**src/hw/rtl/apr_pkg.sv**
```systemverilog
`timescale 1ns / 1ps

package apr_pkg;

  localparam int FRAC_BITS   = 16;
  localparam int DATA_W      = 32;
  localparam int GAIN_W      = 31;
  localparam int COEF_W      = 17;
  localparam int CFG_IDX_W   = 3;
  localparam int NUM_CELLS   = 3;
  localparam int NUM_STAGES  = 8;
  localparam int LANE_STAGES = NUM_STAGES - 1;

  // floor(k*v / 2^F) and floor(v*w / 2^F)
  localparam int KV_W   = 2 * DATA_W - FRAC_BITS;
  // 1-v, v-a, pairwise differences
  localparam int DIFF_W = DATA_W + 1;
  // v0+v1-2*v2
  localparam int S2_W   = DATA_W + 3;
  // clamped intermediate range [-2^62, 2^62-1]
  localparam int WIDE_W = 63;
  localparam int PROD_W = WIDE_W + DIFF_W;
  localparam int COUP_W = COEF_W + 1 + DIFF_W - FRAC_BITS;
  localparam int EPS_W  = FRAC_BITS - 3;
  localparam int SUM_W  = WIDE_W + 2;

  localparam longint FX_ONE = longint'(1) << FRAC_BITS;

  localparam logic signed [DATA_W-1:0] EPS_THRESH = DATA_W'((FX_ONE + 10) / 20);
  localparam logic [EPS_W-1:0]         EPS_LOW    = EPS_W'((FX_ONE + 5) / 10);
  localparam logic signed [DIFF_W-1:0] FX_ONE_D   = DIFF_W'(FX_ONE);

  localparam logic [GAIN_W-1:0] GAIN_RST     = GAIN_W'(8 * FX_ONE);
  localparam logic [COEF_W-1:0] THRESH_RST   = COEF_W'((FX_ONE + 10) / 20);
  localparam logic [DATA_W-1:0] OFFSET0_RST  = DATA_W'(-(FX_ONE / 2));
  localparam logic [DATA_W-1:0] OFFSET1_RST  = DATA_W'(-((7 * FX_ONE + 5) / 10));
  localparam logic [DATA_W-1:0] OFFSET2_RST  = '0;
  localparam logic [COEF_W-1:0] PAIR_RST     = COEF_W'((FX_ONE + 100) / 200);
  localparam logic [COEF_W-1:0] TO_THIRD_RST = COEF_W'((FX_ONE + 10) / 20);
  localparam logic [COEF_W-1:0] FROM_3RD_RST = COEF_W'((FX_ONE + 50) / 100);

  typedef enum logic [CFG_IDX_W-1:0] {
    CFG_GAIN_K,
    CFG_THRESHOLD_A,
    CFG_OFFSET_CELL0,
    CFG_OFFSET_CELL1,
    CFG_OFFSET_CELL2,
    CFG_COUPLE_PAIR,
    CFG_COUPLE_TO_THIRD,
    CFG_COUPLE_FROM_THIRD
  } cfg_idx_e;

  typedef struct packed {
    logic signed [WIDE_W-1:0] cubic;  // clamped k*v*(1-v)*(v-a)
    logic signed [KV_W-1:0]   vw;     // v*w
    logic signed [DATA_W-1:0] rec;    // saturated recovery derivative
  } lane_res_t;

  // saturate to the 32-bit output range
  function automatic logic signed [DATA_W-1:0] sat_data(input logic signed [SUM_W-1:0] x);
    logic all_one;
    logic all_zero;
    all_one  = &x[SUM_W-1:DATA_W-1];
    all_zero = ~|x[SUM_W-1:DATA_W-1];
    if (all_one || all_zero) begin
      return x[DATA_W-1:0];
    end else if (x[SUM_W-1]) begin
      return {1'b1, {(DATA_W-1){1'b0}}};
    end else begin
      return {1'b0, {(DATA_W-1){1'b1}}};
    end
  endfunction

endpackage

```
**src/hw/rtl/apr_merge.sv**
```systemverilog
`timescale 1ns / 1ps

// Combines lane results with coupling terms; output register.
module apr_merge (
  input  logic                              clk_i,
  input  logic                              load_i,
  input  apr_pkg::lane_res_t                lane_i [apr_pkg::NUM_CELLS],
  input  logic signed [apr_pkg::COUP_W-1:0] coup_i [apr_pkg::NUM_CELLS],
  output logic signed [apr_pkg::DATA_W-1:0] dexc_o [apr_pkg::NUM_CELLS],
  output logic signed [apr_pkg::DATA_W-1:0] drec_o [apr_pkg::NUM_CELLS]
);
  import apr_pkg::*;

  logic signed [SUM_W-1:0]  sum [NUM_CELLS];
  logic signed [DATA_W-1:0] dexc_q [NUM_CELLS];
  logic signed [DATA_W-1:0] drec_q [NUM_CELLS];

  always_comb begin
    for (int i = 0; i < NUM_CELLS; i++) begin
      sum[i] = {{(SUM_W-WIDE_W){lane_i[i].cubic[WIDE_W-1]}}, lane_i[i].cubic}
             - {{(SUM_W-KV_W){lane_i[i].vw[KV_W-1]}}, lane_i[i].vw}
             + {{(SUM_W-COUP_W){coup_i[i][COUP_W-1]}}, coup_i[i]};
    end
  end

  always_ff @(posedge clk_i) begin
    if (load_i) begin
      for (int i = 0; i < NUM_CELLS; i++) begin
        dexc_q[i] <= sat_data(sum[i]);
        drec_q[i] <= lane_i[i].rec;
      end
    end
  end

  assign dexc_o = dexc_q;
  assign drec_o = drec_q;

endmodule

```
**config.mk**
```make
export PLATFORM = sky130hd
export DESIGN_NAME = apr_merge
export DESIGN_NICKNAME = d
export VERILOG_FILES = /design/src/hw/rtl/apr_pkg.sv /design/src/hw/rtl/apr_merge.sv
export SDC_FILE = /design/constraint.sdc
export NUM_CORES = 1
export LEC_CHECK = 0
export BUFFER_PORTS_ARGS = -buffer_cell sky130_fd_sc_hd__buf_2
export CORE_AREA = 10 10 275 277
export CTS_CLUSTER_SIZE = 20
export DETAILED_ROUTE_END_ITERATION = 8
export DIE_AREA = 0 0 285 287
export HOLD_SLACK_MARGIN = 0.02
export PLACE_DENSITY = 0.59
export SYNTH_ARGS = -nofsm -noshare
export SYNTH_HDL_FRONTEND = slang
export SYNTH_SLANG_ARGS = --single-unit
export TNS_END_PERCENT = 30
```
**constraint.sdc**
```tcl
create_clock -name clk_i -period 8.35 [get_ports clk_i]
set_input_delay 1.2525 -clock clk_i [delete_from_list [all_inputs] [get_ports clk_i]]
set_output_delay 1.2525 -clock clk_i [all_outputs]
set_load 0.05 [all_outputs]
```
==> metrics <==
status=finished, final reports clean; register bit total from synthesis=192; Die Span Y=287 µm; max-slew violation count=0; CORE AREA=69800 µm²; share of cells above drive strength 1=20.9%; DR WL/cell=21.4 µm; vias per cell=5.39; CTS Sinks=192; Post-Synth XOR/XNOR Area=4.95%; First-pass DRT Iterations=7; worst vdd ir=0.000114 V; Crit. End Element=flip-flop; f_max=0.144 GHz; total CTS buffers=17; area growth from synthesis to final layout=19.1%; Rows=97; via count=26600; part of the Yosys area used for sequential elements=21.6%; initial antenna violation count=4; area leader, netlist=edfxtp_1; clock buffer depth=2; DIE WIDTH=285 µm; largest net degree at the start of global routing=97; Period Utilization, post-route=83.0%; CP Launch Type=primary input; register share of total power=20.0%; Cells after DPL=4898; setup repair after global routing missed its margin=no; CTS tree=yes; critical path start-end classification=in2reg; final setup fails=0; clock share of power=15.1%; MaxCap Viol Count=0; final wirelength=106 mm; Netlist Area Pre-Place=26700 µm²; Adder-Cell Fraction of Synth Area=23.3%; mux cell area share after synthesis=0.309%; Finished Layout Cells=4931; Yosys Warn Count=0; routability cong.=0.991; fin crit period=6.93 ns; vias in the first global route=26100; Mapped Nets=4262; Syn Inst Count=3342; Gate power share=64.9%; internal power=3.04 mW; Reg clk slew, reported paths=0.11 ns; total gr overflow=0; count of input and output buffers=727; Initial Utilization=38.3%; switching pwr=3.44 mW; Sw Ratio=53.1%; LEAKAGE=15.8 nW; most common cell in the netlist=inv_1; IO Pins=728; Worst Max-Slew Pin Slew=1.21 ns; first-pass GRT wire length=159 mm; area share of the largest cell type after synthesis=21.6%; Starting DRT DRC Count=2156; root buf cell=clkbuf_16; Post-synth EDFFs=192; ranking of synthesized cells by area=edfxtp_1, fa_1, inv_1, ha_1, a21oi_1; Compound-Gate Fraction of Synth Area=22.2%; synth unique cells=89; syn avg cell area=8.00 µm²; placed wire-length estimate=91.4 mm; GRT Total Usage=24.8%; largest family of logic cells by synthesized area=adder cells; post-synthesis simple-gate area fraction=15.6%; commonest cells in the netlist=inv_1, a21oi_1, nand2_1; Async SR Flop Fraction=0%; Synth Flop Type=edfxtp_1; Final ANT Viol Nets=0; WP data required=8.64 ns; Final Net Count=4897; post-CTS setup buffers=0; CTS resizes=0; die area=81800 µm²; CP max FO=31; Power per Cell Area=203 nW/µm²; Fin Setup TNS=0 ns; CTS HTree Levels=4; CP arrival=7.22 ns; Hold-fix buffers, CTS=0; worst hold path type=in2reg; Rel. slew slack=18.3%; Final Hold Violating Endpoints=0; DRC violations left=0
## final timing paths
check / start / to / slack (ns) / depth (start not counted)
setup / recovery: coup_i[73] / dexc_o[75] / 1.42 / 17
hold / removal: lane_i[7] / drec_o[7] / 0.91 / 1
## through the flow
step           instance area (µm²)  hold WS (ns)  worst slack [ns]  util (%)  power (mW)
6_report                     31800         0.908              1.42      45.6        6.47
5_1_grt                      31800         0.873              1.16      45.6        6.93
4_1_cts                      31800         0.861              1.52      45.6        6.46
3_5_place_dp                 31200          1.43              1.00      44.7        5.45
3_3_place_gp                 31200          1.43              1.05      44.7        5.46
2_1_floorplan                26700          1.35              2.01         -        4.20
## cell usage in the layout, fill, tap and decap left out, types with 32 or more instances in the layout
cell type / count
o21a_1: 34
nor3_1: 54
nand2_1: 264
xor2_1: 71
o21ai_0: 200
nand4_1: 102
fa_1: 189
a21o_1: 106
a21oi_1: 283
buf_2: 726
edfxtp_1: 192
ha_1: 195
nor4_1: 32
xnor2_1: 80
o21bai_1: 33
nand3_1: 75
inv_1: 721
nor2_1: 174
## layout make-up
cell class                 instances  area, µm²
fill                            7180      38000
multi-input combinational       2302      17700
sequential                       192       5770
timing repair buffer             743       3770
inverter                         721       2710
tap                              940       1180
clock buffer                      17        425
clock inverter                    15        241
antenna                            1       2.50
## logic make-up (layout without fill, tap and decap cells)
family,after synthesis,after routing
AO/OA/AOI/OAI,916,916
other,0,1
multiplexers,8,8
buffers and inverters,848,1496
flip-flops,192,192
XOR/XNOR,151,151
adder cells (fa/ha/maj),384,384
AND/OR/NAND/NOR,843,843
## power groups by stage
stage	combinational (mW)	clock, mW	sequential, mW
after global placement	4.15	0	1.32
after CTS	4.16	1.01	1.30
after global routing	4.58	1.04	1.31
final	4.20	0.974	1.30
after floorplan	2.39	0	1.81
after detailed placement	4.13	0	1.32
## worst max-delay path, stage by stage
cell and delay (ns):
buf_2 0.07, inv_1 0.09, fa_1 0.66, inv_1 0.08, ha_1 0.36, o21ai_0 0.15
nor4_1 0.27, nor3_1 0.14, o41ai_1 1.07, nor3_1 0.33, o31ai_2 0.58, a21oi_1 0.21
o21a_1 0.21, xor2_1 0.16, or4bb_1 0.51, o31a_1 0.61, o21ai_0 0.42
## sequential cells by signal, summed over array words and instances, names as in the netlist
| signal | count |
|---|---|
| dexc_o | 96 |
| drec_o | 96 |
## per-layer routing
metal,global-route usage [%],up-vias,wire [µm]
li1,-,12700,-
met4,6.88,4,2630
met2,41.2,1071,49800
met1,32.3,12700,45200
met5,0,-,20
met3,5.16,118,8000
(Power assumes the default switching activity.)
